## src/prs_pkg.sv

```systemverilog
// Shared types and constants of the polyphase row resampler.
// No dependencies; prs_front, prs_back and the top level import this package.
package prs_pkg;

   // default sizes handed to the top level
   localparam int DEF_MAX_ROW    = 4096;
   localparam int DEF_MAX_TAPS   = 16;
   localparam int DEF_MAX_PHASES = 64;

   // arithmetic constants
   localparam int BIAS_BITS  = 6;
   localparam int COEF_BITS  = 14;
   localparam int PIX_MAX    = 255;
   localparam int RESULT_CAP = 64;

   // queue depths between the parts
   localparam int CMD_DEPTH = 2;
   localparam int RSP_DEPTH = 4;

   // configuration port
   localparam int CSR_IDX_W  = 3;
   localparam int CSR_DATA_W = 13;
   localparam logic [CSR_IDX_W-1:0] CSR_SOURCE_WIDTH = 3'd0;
   localparam logic [CSR_IDX_W-1:0] CSR_TARGET_WIDTH = 3'd1;
   localparam logic [CSR_IDX_W-1:0] CSR_TAP_COUNT    = 3'd2;
   localparam logic [CSR_IDX_W-1:0] CSR_PHASE_COUNT  = 3'd3;

   // input item codes
   localparam logic ACT_LOAD_COEF = 1'b0;
   localparam logic ACT_SAMPLE    = 1'b1;

   // classified input item
   typedef struct packed {
      logic               is_sample;
      logic               coef_ok;
      logic [9:0]         coef_address;
      logic signed [15:0] coef_value;
      logic signed [15:0] sample_value;
   } cmd_type;

   // raw configuration registers
   typedef struct packed {
      logic [12:0] source_width;
      logic [12:0] target_width;
      logic [4:0]  tap_count;
      logic [6:0]  phase_count;
   } cfg_type;

   // one result item
   typedef struct packed {
      logic [7:0]  pixel;
      logic [11:0] pixel_position;
      logic        row_done;
   } rsp_type;

endpackage

```

## src/prs_front.sv

```systemverilog
// Front part: accepts input items, classifies them, holds the configuration.
// Depends on prs_pkg.
module prs_front import prs_pkg::*; #(
   parameter int MAX_TAPS   = DEF_MAX_TAPS,
   parameter int MAX_PHASES = DEF_MAX_PHASES
) (
   input  logic                  clock,
   input  logic                  reset,
   input  logic                  req_push,
   output logic                  req_full,
   input  logic                  req_action,
   input  logic [9:0]            req_coef_address,
   input  logic signed [15:0]    req_coef_value,
   input  logic signed [15:0]    req_sample_value,
   input  logic                  csr_valid,
   output logic                  csr_ready,
   input  logic [CSR_IDX_W-1:0]  csr_index,
   input  logic [CSR_DATA_W-1:0] csr_data,
   output logic                  cmd_push,
   output cmd_type               cmd,
   input  logic                  cmd_full,
   output cfg_type               cfg,
   output logic                  cfg_restart
);
   localparam int COEF_DEPTH = MAX_PHASES * MAX_TAPS;

   cfg_type cfg_ff, cfg_in;
   logic    known_index;

   assign req_full  = cmd_full;
   assign cmd_push  = req_push && !cmd_full;
   assign csr_ready = 1'b1;

   // classify the item
   always_comb begin
      cmd.is_sample    = (req_action == ACT_SAMPLE);
      cmd.coef_ok      = (32'(req_coef_address) < COEF_DEPTH);
      cmd.coef_address = req_coef_address;
      cmd.coef_value   = req_coef_value;
      cmd.sample_value = req_sample_value;
   end

   // decode register writes
   always_comb begin
      cfg_in      = cfg_ff;
      known_index = 1'b1;
      case (csr_index)
         CSR_SOURCE_WIDTH: cfg_in.source_width = csr_data;
         CSR_TARGET_WIDTH: cfg_in.target_width = csr_data;
         CSR_TAP_COUNT:    cfg_in.tap_count    = csr_data[4:0];
         CSR_PHASE_COUNT:  cfg_in.phase_count  = csr_data[6:0];
         default:          known_index         = 1'b0;
      endcase
   end

   assign cfg_restart = csr_valid && known_index;
   assign cfg         = cfg_ff;

   always_ff @(posedge clock) begin
      if (reset) begin
         cfg_ff.source_width <= 13'd1;
         cfg_ff.target_width <= 13'd1;
         cfg_ff.tap_count    <= 5'd2;
         cfg_ff.phase_count  <= 7'd1;
      end else if (csr_valid) begin
         cfg_ff <= cfg_in;
      end
   end

endmodule

```

## config.mk

```make
export PLATFORM = sky130hd
export DESIGN_NAME = prs_front
export DESIGN_NICKNAME = d
export VERILOG_FILES = /design/src/prs_pkg.sv /design/src/prs_front.sv
export SDC_FILE = /design/constraint.sdc
export NUM_CORES = 1
export LEC_CHECK = 0
export ABC_AREA = 0
export BUFFER_PORTS_ARGS = -buffer_cell sky130_fd_sc_hd__buf_2
export CORE_MARGIN = 3
export CORE_UTILIZATION = 43
export CTS_CLUSTER_DIAMETER = 150
export DETAILED_ROUTE_END_ITERATION = 12
export GPL_ROUTABILITY_DRIVEN = 1
export PLACE_DENSITY = 0.83
export SLEW_MARGIN = 25
export SYNTH_ARGS = -nofsm -noshare
export SYNTH_HDL_FRONTEND = slang
export SYNTH_SLANG_ARGS = --single-unit
```

## constraint.sdc

```tcl
create_clock -name clock -period 2.1 [get_ports clock]
set_input_delay 0.315 -clock clock [delete_from_list [all_inputs] [get_ports clock]]
set_output_delay 0.315 -clock clock [all_outputs]
set_load 0.05 [all_outputs]
```

==> results of run 1 <==
per-layer routing:
metal / track usage [%] / up-vias / wire length [um]
li1: - / 600 / -
met1: 15.3 / 525 / 1380
met2: 20.5 / 49 / 1510
met3: 5.65 / 14 / 297
met4: 6.15 / 0 / 60
met5: 0 / - / 0
power breakdown:
group	internal, mW	leakage, nW	switching, mW
clock	0.264	0.0472	0.244
combinational	0.0618	0.652	0.125
sequential	0.736	0.308	0.00742
path summary, 6_finish.rpt:
| path | from | slack (ps) | endpoint |
|---|---|---|---|
| max | csr_index[2] | 670 | cfg[26] |
| min | csr_data[1] | 310 | cfg[8] |
| max reg2reg | cfg[25] | 1470 | cfg[25] |
| min reg2reg | cfg[4] | 470 | cfg[4] |
critical path: cells and delay by family:
family | cells | cell delay [ps]
buffers and inverters | 1 | 120
multiplexers | 1 | 220
AND/OR/NAND/NOR | 1 | 900
cells in the mapped netlist:
| library cell | number | area [um^2] |
|---|---|---|
| and2b_2 | 1 | 8.76 |
| and4bb_2 | 2 | 25.0 |
| buf_12 | 1 | 20.0 |
| buf_2 | 2 | 10.0 |
| buf_4 | 46 | 345 |
| buf_6 | 1 | 11.3 |
| clkbuf_1 | 6 | 22.5 |
| conb_1 | 1 | 3.75 |
| dfxtp_1 | 38 | 761 |
| mux2i_1 | 38 | 380 |
| nand2b_1 | 47 | 294 |
| nand4b_1 | 1 | 8.76 |
| nand4bb_1 | 1 | 11.3 |
| nor2_1 | 6 | 22.5 |
| nor2b_1 | 1 | 6.26 |
| or4b_1 | 1 | 10.0 |
final cells by class:
type | instances | area share, %
clock buffers | 6 | 4.13
well taps | 50 | 3.13
repair buffers | 61 | 15.3
multi-input cells | 100 | 38.8
clock inverters | 2 | 0.626
flip-flops and latches | 38 | 38.1
cells by family after synthesis:
family                 synth area share [%]
AND/OR/NAND/NOR                        19.9
buffers and inverters                  21.1
multiplexers                           19.6
flip-flops                             39.2
other                                 0.193
==> impl_metrics.json, run 1 <==
{
  "finClkSkew_ps": 0,
  "peakVddDrop_mv": 0.305,
  "mappedNetlistArea_um2": 1940,
  "cpPeakStageDelay_ps": 900,
  "core_um2": 4170,
  "vias": 1188,
  "post-route-period-util_pct": 67.9,
  "post_drt_wl_per_cell_um": 12.7,
  "crit_chain": "buf_2 -> or4b_1 -> mux2i_1",
  "place_ws_ps": 363,
  "seq_area_um2": 761,
  "max_freq_mhz": 702,
  "crit_path_start_kind": "input pin",
  "relSlewSlack_pct": 47.8,
  "final_nets": 270,
  "die_h_um": 73.2,
  "post-route-min-period_ps": 1430,
  "syn_to_final_growth_pct": 2.97,
  "worstPathRequired_ps": 2240,
  "rsz0062_at_grt": "no",
  "ctsResizeCount": 0,
  "drtAntennaViolNets": 0,
  "reg2reg_depth": 2,
  "place_inst": 249,
  "cts_tree": "built",
  "p_leak_nw": 1.01,
  "dp_hpwl_mm": 2.32,
  "ys_types": 16,
  "grt.total_usage_pct": 13.1,
  "layout_commonest_cell": "buf_2",
  "drt_iter0_drc": 28,
  "multiInputGateArea_um2": 774,
  "synth.avg_cell_area_um2": 10.1,
  "synth_cells": 193,
  "grt_max_degree": 54,
  "cts_root_buf": "clkbuf_8",
  "clk_pin_slew_ps": 70,
  "place_area_um2": 1900,
  "ys_seq_area_share_pct": 39.2,
  "clkLatencyLatePin_ps": 280,
  "path_max_fanout": 13,
  "drv_slew": 0,
  "timing_hold_violations_final": 0,
  "nFillCells": 398,
  "antenna_found_initial": 0,
  "n_antenna_cell": 0,
  "cts_num_sinks": 38,
  "vias_per_cell": 4.62,
  "power_mw": 1.44,
  "finalNonFillerCells": 257,
  "fp.dieArea_um2": 5360,
  "start_util_pct": 46.5,
  "drive_gt1_share_pct": 34.8,
  "cp.arrival_ps": 1560,
  "portBuffers": 61,
  "grt_pass1_wl_mm": 5.39,
  "htree_levels": 2,
  "die_x_um": 73.2,
  "status": "finished, final reports clean",
  "most-common-layout-cells": "61 x buf_2, 47 x nand2b_1, 38 x mux2i_1, 38 x dfxtp_1",
  "fin_tns_setup_ps": 0,
  "ys_ff_latch": 38,
  "worstMarginPinSlew_ps": 784,
  "hold_path_depth": 3,
  "postCtsSetupBuffers": 0,
  "crit_path_top_delay_cell": "or4b_1",
  "place.gp.congestion": 0.715,
  "routed_wl_mm": 3.25,
  "num_io_pins": 150,
  "overflow": 0,
  "power.density_nw_per_um2": 719,
  "whs_ps": 310,
  "drt_pass1_iterations": 4,
  "critPathCaptureType": "flip-flop",
  "fin_ws_ps": 675,
  "fin_area_um2": 2000,
  "hold_path.class": "input pin to flip-flop",
  "drc": 0,
  "critical_path_class": "input pin to flip-flop",
  "cts_buffers": 5,
  "clk_path_buf_depth": 2,
  "final_core_util_pct": 47.9,
  "yosys_warnings": 0,
  "first_global_vias": 1167,
  "cap_violations": 0,
  "setup_viol": 0,
  "cts_hold_buffers": 0,
  "rows": 23,
  "largest_reg_flops": 38
}
(Power assumes the default switching activity.)
==> inputs of run 2 (changes only) <==
- ABC_AREA: 0 -> 1
- CORE_UTILIZATION: 43 -> 36
- PLACE_DENSITY: 0.83 -> 0.73
- clock period: 2.1 -> 1.3 ns (I/O delays scaled with it)
==> run 2 against run 1 <==
  * Global-route usage grew 0.92 points
  * Sequential cell count is the same
  * Register-to-register slack lost 770 ps
  * Sequential power grew 64%
  * Die area grew 19%
  * Non-clock buffer count grew 8
  * Critical path depth shrank 2
  * Worst setup slack lost 480 ps
  * Final cell count grew 44%
  * Power grew 76%
==> impl_metrics.json, run 2 <==
{
  "status": "finished, final reports clean",
  "fp.dieArea_um2": 6380,
  "cp-startpoint": "cfg[19]",
  "crit_path_top_delay_cell": "dfxtp_1",
  "ys_top_cells_by_count": "59 x nor2_1, 48 x buf_4, 47 x nand2_1, 39 x nand3_1, 38 x dfxtp_1",
  "clock_power_share_pct": 32.8,
  "critical_path_class": "flip-flop to primary output",
  "place_area_um2": 2030,
  "finalNonFillerCells": 370,
  "die_h_um": 79.9,
  "cts_num_sinks": 38,
  "nFillCells": 602,
  "synthTopCellsByArea": "dfxtp_1 39%, buf_4 18%, nor2_1 11%, nand3_1 9.9%, nand2_1 9.0%",
  "drv_slew": 0,
  "post_drt_wl_per_cell_um": 11.6,
  "setup_viol": 0,
  "holdCritStartpoint": "csr_data[1]",
  "place.gp.congestion": 0.824,
  "path_max_fanout": 2,
  "fin_area_um2": 2120,
  "drive_gt1_share_pct": 27.3,
  "synth_edf_count": 0,
  "place_ws_ps": 200,
  "crit_chain": "buf_2",
  "vias_per_cell": 4.46,
  "reg2reg_depth": 2,
  "post-route-period-util_pct": 85.4,
  "synth_ff_type": "dfxtp_1",
  "mappedNetlistArea_um2": 1970,
  "power.density_nw_per_um2": 1200,
  "path_buf_inv": 1,
  "power.switching_uw": 771,
  "vias": 1651,
  "fin_tns_setup_ps": 0,
  "cts_buffers": 5,
  "cap_violations": 0,
  "final_nets": 363,
  "synth.avg_cell_area_um2": 7.00,
  "layout_commonest_cell": "buf_2",
  "drt_pass1_iterations": 4,
  "p_seq_share_pct": 48.3,
  "crit_path_start_kind": "flip-flop",
  "hold_path.class": "input pin to flip-flop",
  "path_delay_family": "flip-flops",
  "clk_path_buf_depth": 2,
  "grt_pass1_wl_mm": 7.04,
  "peakVddDrop_mv": 0.591,
  "cts_tree": "built",
  "synth.most_common_cell": "nor2_1",
  "dp_hpwl_mm": 3.23,
  "portBuffers": 61,
  "worstPathRequired_ps": 1110,
  "final_core_util_pct": 40.7,
  "ctsResizeCount": 0,
  "start_util_pct": 37.8,
  "rows": 26,
  "syn_to_final_growth_pct": 7.70,
  "core_um2": 5200,
  "drt_iter0_drc": 119,
  "r2r_start": "cfg[19]",
  "postCtsSetupBuffers": 0,
  "routed_wl_mm": 4.28,
  "first_global_vias": 1541,
  "place_inst": 362,
  "finClkSkew_ps": 0,
  "rsz0062_at_grt": "no",
  "fin_ws_ps": 190,
  "overflow": 0,
  "grt_max_degree": 39,
  "cts_hold_buffers": 0,
  "cpPeakStageDelay_ps": 350,
  "ys_seq_area_share_pct": 38.7,
  "num_io_pins": 150,
  "ys_ff_latch": 38,
  "n_antenna_cell": 0,
  "async_flop_share_pct": 0,
  "critPathCaptureType": "primary output",
  "antenna_found_initial": 0,
  "p_leak_nw": 1.09,
  "most-common-layout-cells": "61 x buf_2, 59 x nor2_1, 47 x nand2_1",
  "yosys_warnings": 0,
  "clkLatencyLatePin_ps": 280,
  "max_freq_mhz": 901,
  "crit_cells": 1,
  "clk_pin_slew_ps": 80,
  "combPwrFrac_pct": 18.9,
  "drc": 0,
  "yosysTopAreaCell": "dfxtp_1",
  "p_sw_share_pct": 30.4,
  "drtAntennaViolNets": 0,
  "internal_power_mw": 1.76,
  "largest_reg_flops": 38,
  "die_x_um": 79.9,
  "synth_top_area_share_pct": 38.7,
  "htree_levels": 2,
  "hold_path_depth": 3,
  "grt.total_usage_pct": 14.0,
  "cts_root_buf": "clkbuf_8",
  "ys_types": 15,
  "synth_cells": 281,
  "timing_hold_violations_final": 0,
  "cp.arrival_ps": 920,
  "post-route-min-period_ps": 1110
}
run 2: changes by cell type in the layout (fill, tap and decap cells not counted), sizes merged, moves of 20 or more:
cell	delta
nor2	+58
mux2i	-38
nand2b	-47
inv	+20
nand3	+39
nand2	+47
run 2: power by group through the flow:
| stage | logic (mW) | clock network, mW | registers, mW |
|---|---|---|---|
| finish | 0.479 | 0.832 | 1.22 |
| global route | 0.525 | 0.908 | 1.23 |
| CTS | 0.482 | 0.863 | 1.22 |
| detailed placement | 0.482 | 0 | 1.25 |
| global placement | 0.479 | 0 | 1.25 |
| floorplan | 0.570 | 0 | 1.39 |
run 2: layer usage:
metal	vias to the layer above	global-route usage, %	part of all wire (%)
li1	855	-	-
met1	716	17.7	42
met2	67	21.3	44
met3	13	4.63	11
met4	0	6.42	2.0
met5	-	0	0
run 2: worst paths after layout:
| check | to | slack (ps) |
|---|---|---|
| max | cfg[19] | 190 |
| min | cfg[8] | 130 |
| max reg2reg | cfg[19] | 700 |
| min reg2reg | cfg[25] | 460 |
run 2: final cells by class:
class / count / area, um^2 / share of cell area, %
flip-flops and latches: 38 / 761 / 35.9
well taps: 70 / 87.6 / 4.14
inverters: 20 / 75.1 / 3.55
clock inverters: 1 / 5.00 / 0.236
multi-input cells: 165 / 712 / 33.6
repair buffers: 69 / 390 / 18.4
clock buffers: 7 / 86.3 / 4.08
run 2: metrics by stage:
step	hold slack [ps]	power (mW)
after detailed placement	390	1.73
final	125	2.53
after global placement	390	1.73
after global routing	123	2.66
after CTS	118	2.57
after floorplan	308	1.96
run 2: cell families after synthesis:
family                 count (synthesis)  synth area share (%)
flip-flops                            38                  38.7
AO/OA/AOI/OAI                         13                  3.31
buffers and inverters                 79                  25.5
other                                  1                 0.191
AND/OR/NAND/NOR                      150                  32.3
