**src/prs_fifo.sv**
```systemverilog
// Small register queue used for the command and result transfers.
// Depends on nothing but its parameters.
module prs_fifo #(
   parameter int WIDTH = 8,
   parameter int DEPTH = 2
) (
   input  logic             clock,
   input  logic             reset,
   input  logic             push,
   input  logic [WIDTH-1:0] din,
   output logic             full,
   input  logic             pop,
   output logic [WIDTH-1:0] dout,
   output logic             empty
);
   localparam int PW = (DEPTH > 1) ? $clog2(DEPTH) : 1;
   localparam int CW = $clog2(DEPTH + 1);

   logic [WIDTH-1:0] mem_ff [DEPTH];
   logic [PW-1:0]    head_ff, head_in, tail_ff, tail_in;
   logic [CW-1:0]    count_ff, count_in;
   logic             do_push, do_pop;

   assign full    = (count_ff == CW'(DEPTH));
   assign empty   = (count_ff == '0);
   assign do_push = push && !full;
   assign do_pop  = pop && !empty;
   assign dout    = mem_ff[head_ff];

   // advance pointers and count
   always_comb begin
      head_in  = head_ff;
      tail_in  = tail_ff;
      count_in = count_ff;
      if (do_push) begin
         tail_in = (tail_ff == PW'(DEPTH - 1)) ? '0 : tail_ff + PW'(1);
      end
      if (do_pop) begin
         head_in = (head_ff == PW'(DEPTH - 1)) ? '0 : head_ff + PW'(1);
      end
      if (do_push && !do_pop) begin
         count_in = count_ff + CW'(1);
      end else if (do_pop && !do_push) begin
         count_in = count_ff - CW'(1);
      end
   end

   always_ff @(posedge clock) begin
      if (reset) begin
         head_ff  <= '0;
         tail_ff  <= '0;
         count_ff <= '0;
      end else begin
         head_ff  <= head_in;
         tail_ff  <= tail_in;
         count_ff <= count_in;
      end
   end

   // store entries
   always_ff @(posedge clock) begin
      if (do_push) begin
         mem_ff[tail_ff] <= din;
      end
   end

endmodule

```
**config.mk**
```make
export PLATFORM = sky130hd
export DESIGN_NAME = prs_fifo
export DESIGN_NICKNAME = d
export VERILOG_FILES = /design/src/prs_fifo.sv
export SDC_FILE = /design/constraint.sdc
export NUM_CORES = 1
export LEC_CHECK = 0
export ABC_AREA = 1
export CORE_MARGIN = 5
export CORE_UTILIZATION = 30
export DETAILED_ROUTE_END_ITERATION = 10
export DONT_BUFFER_PORTS = 1
export HOLD_SLACK_MARGIN = 0.03
export PLACE_DENSITY = 0.46
export SETUP_SLACK_MARGIN = 0.15
export SLEW_MARGIN = 10
export SYNTH_ARGS = -nofsm -noshare
export SYNTH_HDL_FRONTEND = slang
export SYNTH_SLANG_ARGS = --single-unit
```
**constraint.sdc**
```tcl
create_clock -name clock -period 1.5 [get_ports clock]
set_input_delay 0.075 -clock clock [delete_from_list [all_inputs] [get_ports clock]]
set_output_delay 0.075 -clock clock [all_outputs]
set_load 0.02 [all_outputs]
```
==> reports/metrics.cfg, run 1 <==
[status]
run_status=finished clean

[sta]
timing_max_transition_violations_final=0
rsz0062_at_grt=no
slew-limit-headroom_pct=74.42
setup_tns_ns=0
worst_pin_slew_ns=0.3823
fmax_ghz=0.7882
finalHoldViolations=0
post-route-period-util_pct=84.58
finalWorstPathRequiredPeriod_ns=1.269
fin_skew_ns=0.001493
timing.final.ws_setup_ns=0.2314
setup-violations-final=0

[clock_tree]
clk_pin_slew_ns=0.11
cts_max_path_buffers=2
cts_max_level=1
cts_sinks=21
cts_tree=yes
cts_inserted_buffers=3
worst_skew_pair.late_latency_ns=0.29
buffer_cell_driving_the_clock_tree_root=sky130_fd_sc_hd__clkbuf_4

[synthesis]
dominant_cell_by_count_in_the_synthesized_netlist=sky130_fd_sc_hd__edfxtp_1
post_synth_main_area_contributors=sky130_fd_sc_hd__edfxtp_1, sky130_fd_sc_hd__dfxtp_1, sky130_fd_sc_hd__mux2_2
yosysTopAreaCell=sky130_fd_sc_hd__edfxtp_1
yosysWarningCount=0
post_synth.cell_area_avg_um2=13.36
syn_inst=62
post_synthesis_sequential_area_ratio_pct=70.09
synth_seq_cells=21
synth-edff-count=16
synth-main-ff-cell=sky130_fd_sc_hd__edfxtp_1
synth_fp_nets=75
post_synth_instance_area_um2=828.3
yosys.area.top_type_share_pct=58.01
synth-async-reset-ratio_pct=0
post_synth_num_cell_types=16
synth_top_cells_by_count=sky130_fd_sc_hd__edfxtp_1, sky130_fd_sc_hd__nor2_1, sky130_fd_sc_hd__mux2_2

[floorplanning]
area_of_the_die_mm2=0.003912
floorplan.rows=19
floorplan.core_area_mm2=0.002710
die_outline_height_um=62.55
top_level_ports=22
start_util_pct=30.56
fp.dieW_um=62.55

[final_layout]
fillCellCount=289
drive_above_1_share_pct=32.50
final-seq-area_um2=586.8
num_antenna_cells=0
multi_input_area_um2=229.0
layout.cells.non_filler=111
areaGrowthSynthToFinish_pct=27.49
finish.net_count=94
postLayoutCellArea_mm2=0.001056

[route]
drt_iter0_drc=12
wirelength_um=1362
vias_per_cell=4.486
drt-pass1-iter-count=3
wirelength_per_cell_um=12.27
vias=498
number_of_remaining_drc_errors=0
drtAntennaViolNets=0

[critical_path]
start_kind=flop
critical_path_required_ns=1.74
worst_path_largest_cell_delay_ns=0.36
cp_cell_sequence=buf_4 > o21ai_4 > ha_4 > inv_2 > nand3_1 > nand2_1 > inv_1 > nor2_1
path_max_fanout=4
cp_slowest_cell=sky130_fd_sc_hd__dfxtp_4
endpoint_arrival_time_on_the_critical_path_ns=1.51
setup.worst_path.class=reg2reg
cp.buffers_inverters=3
setup.worst_path.end_class=flop
cp_top_family=flip-flops

[global_route]
overflow=0
global_route_usage_sum_pct=7.132
antenna_found_initial=0
grt_pass1_wl_um=2201
grt_max_degree=13
number_of_global_route_vias_before_repair=506

[pwr]
power_density_mw_per_mm2=1579
power.leakage_nw=0.3928
irDropWorstVdd_mv=0.8206

[placed_design]
post-place-ws_ns=0.1031
finalWeightedCongestion=0.7295
port_buffers=0
hpwlAfterDp_um=922.6
placed_cell_area_um2=877.1
placedCellCount=94

[run]
timing.max_cap.violations=0

[min_path]
hold_path.class=in2reg

## cell usage in the layout, fill, tap and decap left out, drive strengths merged
| cell type | n |
|---|---|
| a21oi | 1 |
| clkinv | 1 |
| dlygate4sd3 | 11 |
| ha | 1 |
| o21ai | 5 |
| buf | 4 |
| clkbuf | 3 |
| nand2 | 4 |
| dfxtp | 5 |
| edfxtp | 16 |
| nand4 | 1 |
| and2 | 1 |
| nand3 | 1 |
| nor2 | 9 |
| inv | 9 |
| mux2 | 8 |
## kinds of logic after synthesis
| kind of cell | count (synthesis) | share of synthesized area (%) |
|---|---|---|
| adders and majority gates | 1 | 1.510 |
| AOI/OAI and AO/OA | 6 | 4.531 |
| and+or+nand+nor | 16 | 8.307 |
| DFF | 21 | 70.09 |
| muxes | 8 | 10.88 |
| buffers and inverters | 10 | 4.683 |
## flip-flops by register name, indices dropped and copies added (netlist names), named ones only
name	flops
count_ff	2
head_ff	1
tail_ff	1
mem_ff	16
## worst paths after layout
check / from / end / slack, ns / cells after the start
worst max-delay path: count_ff[1] / count_ff[1] / 0.23 / 8
worst min-delay path: din[2] / mem_ff[0][2] / 0.43 / 1
worst max register to register: count_ff[1] / count_ff[1] / 0.23 / 8
worst min register to register: tail_ff / tail_ff / 0.52 / 2
## area by class of cell
class / count / share of cell area (%)
timing repair buffer: 15 / 13.27
multi-input combinational: 31 / 21.68
clock inverter: 1 / 0.4739
tap: 31 / 3.673
clock buffer: 3 / 2.133
inverter: 9 / 3.199
sequential: 21 / 55.57
## through the flow
stage / total power, W / util (%) / hold slack, ns
global placement: 0.001314 / 32.36 / 0.1740
detailed placement: 0.001316 / 32.36 / 0.1740
global route: 0.001779 / 38.97 / 0.4144
finish: 0.001667 / 38.97 / 0.4267
floorplan: 0.001231 / - / 0.1739
CTS: 0.001627 / 37.86 / 0.4159
## metal layers
layer | share of wire [%] | GRT usage, % | wire length [µm]
met1 | 46 | 8.230 | 629
met5 | 0 | 0 | 0
met2 | 46 | 11.14 | 632
met4 | 0.88 | 2.387 | 12
met3 | 6.5 | 3.957 | 89
## repair_timing
| item | CTS | global route |
|---|---|---|
| hold buffers | 11 | 0 |
| setup endpoints to repair | 10 | 2 |
| setup buffers | 1 | 1 |
| pin swaps | 1 | 1 |
| cloned | 0 | 0 |
| hold endpoints to repair | 21 | 0 |
| resized for setup | 3 | 4 |
## report_power, final
group	switching (W)	leakage, nW	internal [W]
Sequential	0.0000827	0.192	0.000753
Clock	0.000165	0.0177	0.0000992
Combinational	0.000335	0.183	0.000232
(Power assumes the default switching activity.)
==> run 2, diff against run 1 <==
Settings changed: PLACE_DENSITY 0.46 to 0.47.
Clock period 1.5 ns to 1.11 ns, I/O delays scaled along.
==> run 2 against run 1 <==
  * The run now ends with negative setup slack left
  * Die area stayed put
  * Highest routed layer unchanged
  * Hold slack worse by 0.40 ns
  * Cell count is 3.6% higher
  * Maximum frequency is 3.6% higher
  * Sequential share of layout area is 6.6 points lower
==> reports/metrics.cfg, run 2 (same netlist as run 1, synthesis figures left out) <==
[clock_tree]
cts_tree=yes  ; unchanged
cts_max_path_buffers=2  ; unchanged
cts_max_level=1  ; unchanged
buffer_cell_driving_the_clock_tree_root=sky130_fd_sc_hd__clkbuf_4  ; unchanged
cts_inserted_buffers=3  ; unchanged
holdBufCountCts=9  ; was 11
cts_sinks=21  ; unchanged
clk_pin_slew_ns=0.11  ; about the same
worst_skew_pair.late_latency_ns=0.29  ; about the same

[critical_path]
worst_path_largest_cell_delay_ns=0.34  ; was 0.36 ns
crit_path_start=count_ff[1]  ; unchanged
start_kind=flop  ; unchanged
setup.worst_path.end_class=flop  ; unchanged
worstReg2RegStart=count_ff[1]  ; unchanged
cp_cell_sequence=buf_4 > o21ai_2 > ha_4 > inv_4 > nand3_2 > nand2_1 > inv_1 > nor2_1  ; was buf_4 > o21ai_4 > ha_4 > inv_2 > nand3_1 > nand2_1 > inv_1 > nor2_1
cp_slowest_cell=sky130_fd_sc_hd__dfxtp_2  ; was sky130_fd_sc_hd__dfxtp_4
cp_top_family=flip-flops  ; unchanged
crit-reg2reg-capture=count_ff[1]  ; unchanged
worst_setup_path_endpoint=count_ff[1]  ; unchanged
path_max_fanout=4  ; unchanged
timing.reg2reg.worst_path_depth=8  ; unchanged
regToRegSetupSlack_ns=-0.12  ; was 0.23 ns
cp.buffers_inverters=3  ; unchanged
worst-path-stages=8  ; unchanged
critical_path_required_ns=1.35  ; was 1.74 ns
setup.worst_path.class=reg2reg  ; unchanged
endpoint_arrival_time_on_the_critical_path_ns=1.46  ; was 1.51 ns

[placed_design]
finalWeightedCongestion=0.6431  ; was 0.7295
port_buffers=0  ; unchanged
hpwlAfterDp_um=1059  ; was 922.6 µm
placed_cell_area_mm2=0.001001  ; was 877.1 µm²

[route]
drt-pass1-iter-count=3  ; unchanged
wirelength_per_cell_um=12.31  ; was 12.27 µm
drtAntennaViolNets=0  ; unchanged
number_of_remaining_drc_errors=0  ; unchanged
vias=514  ; was 498
drt_iter0_drc=8  ; was 12
wirelength_um=1416  ; was 1362 µm
vias_per_cell=4.470  ; was 4.486

[final_layout]
areaGrowthSynthToFinish_pct=44.56  ; was 27.49%
finish.net_count=98  ; was 94
postLayoutCellArea_mm2=0.001197  ; was 0.001056 mm²
top_register=mem_ff  ; unchanged
number_of_flip_flops_in_the_largest_register=16  ; unchanged
most_frequent_standard_cell_in_the_layout_excluding_fill_and_tap_cells=sky130_fd_sc_hd__edfxtp_1  ; unchanged
num_antenna_cells=0  ; unchanged
fillCellCount=266  ; was 289
multi_input_area_um2=295.3  ; was 229.0 µm²
drive_above_1_share_pct=46.43  ; was 32.50%
largest_registers=mem_ff: 16 flops, count_ff: 2 flops  ; unchanged
final-seq-area_um2=586.8  ; unchanged
layout.cells.most_common_list=sky130_fd_sc_hd__edfxtp_1, sky130_fd_sc_hd__dlygate4sd3_1, sky130_fd_sc_hd__mux2_4  ; was sky130_fd_sc_hd__edfxtp_1, sky130_fd_sc_hd__dlygate4sd3_1, sky130_fd_sc_hd__nor2_1

[sta]
finalHoldWorstSlack_ns=0.02196  ; was 0.4267 ns
fmax_ghz=0.8163  ; was 0.7882 GHz
fin_skew_ns=0.007643  ; was 0.001493 ns
timing_max_transition_violations_final=0  ; unchanged
rsz0062_at_grt=yes  ; was no
setup_tns_ns=-0.6845  ; was 0 ns
post-route-period-util_pct=110.4  ; was 84.58%
finalWorstPathRequiredPeriod_ns=1.225  ; was 1.269 ns
finalHoldViolations=0  ; unchanged
slew-limit-headroom_pct=83.28  ; was 74.42%
worst_pin_slew_ns=0.2506  ; was 0.3823 ns
setup-violations-final=12  ; was 0
timing.final.ws_setup_ns=-0.1150  ; was 0.2314 ns

[pwr]
irDropWorstVdd_mv=1.312  ; was 0.8206 mV
sequentialPowerShare_pct=41.7  ; was 50.1%
power.leakage_nw=0.4590  ; was 0.3928 nW
power_density_mw_per_mm2=2212  ; was 1579 mW/mm²
pwr-share-clk_pct=13.0  ; was 15.8%
switching_share_pct=33.93  ; was 34.94%
design_power_total_w=0.002648  ; was 0.001667 W
intPower_w=0.001750  ; was 0.001085 W
power.net_switching_w=0.0008985  ; was 0.0005826 W
power.combinational.fraction_pct=45.4  ; was 34.0%

[min_path]
hold_path.class=in2reg  ; unchanged

[global_route]
antenna_found_initial=0  ; unchanged
grt_pass1_wl_um=2297  ; was 2201 µm
global_route_usage_sum_pct=7.574  ; was 7.132%
overflow=0  ; unchanged
number_of_global_route_vias_before_repair=544  ; was 506
grt_max_degree=12  ; was 13

[floorplanning]
area_of_the_die_mm2=0.003912  ; unchanged
floorplan.core_area_mm2=0.002710  ; unchanged
floorplan.rows=19  ; unchanged
die_outline_height_um=62.55  ; unchanged
top_level_ports=22  ; unchanged
fp.dieW_um=62.55  ; unchanged
start_util_pct=30.56  ; unchanged

[status]
violations=negative setup slack
run_status=complete, but fails checks  ; was finished clean

[run]
timing.max_cap.violations=0  ; unchanged

[run 2: how the worst min path moves through the flow]
stage | from | endpoint | cells past startpoint
after floorplan | din[0] | mem_ff[0][0] | 0
after global routing | push | tail_ff | 4
after global placement | din[5] | mem_ff[0][5] | 0
after detailed placement | din[5] | mem_ff[0][5] | 0
final | push | tail_ff | 4
after CTS | push | tail_ff | 4
[run 2: power by group through the flow]
stage                     Combinational (W)  Clock (W)  Sequential (W)
after detailed placement            0.00101          0         0.00110
after CTS                           0.00114   0.000368         0.00110
after floorplan                    0.000668          0         0.00110
after global placement             0.000993          0         0.00109
final                               0.00120   0.000344         0.00110
after global routing                0.00129   0.000405         0.00112
[run 2: repair_timing]
item | 4_1_cts | 5_1_grt
setup buffers | 0 | 1
setup endpoints to repair | 31 | 30
endpoints found under the hold margin | 21 | 1
resized for setup | 16 | 5
pin swaps | 4 | 4
[run 2: metrics by stage]
stage               utilization [%]  setup slack [ns]  instances
finish                        44.18           -0.1150        115
global route                  44.18           -0.1845        115
CTS                           43.26           -0.1235        114
detailed placement            36.93           -0.1220        101
global placement              36.93          -0.08821        101
floorplan                         -           -0.1095         62
[run 2: area by class of cell]
| cell class | count | area share [%] |
|---|---|---|
| clock buffers | 4 | 2.194 |
| inverters | 9 | 3.030 |
| multi-input cells | 31 | 24.66 |
| flip-flops and latches | 21 | 49.01 |
| well taps | 31 | 3.239 |
| repair buffers | 19 | 17.87 |
[run 2: worst register-to-register path: stages, from the launching register on]
cell and delay (ns):
sky130_fd_sc_hd__dfxtp_2 0.34, sky130_fd_sc_hd__buf_4 0.14, sky130_fd_sc_hd__o21ai_2 0.17, sky130_fd_sc_hd__ha_4 0.24, sky130_fd_sc_hd__inv_4 0.06, sky130_fd_sc_hd__nand3_2 0.05
sky130_fd_sc_hd__nand2_1 0.06, sky130_fd_sc_hd__inv_1 0.04, sky130_fd_sc_hd__nor2_1 0.07
[run 2: routing by layer]
metal	wire length, µm	track usage [%]
met1	535	7.416
met2	743	12.95
met3	114	3.237
met4	22	4.775
met5	0	0
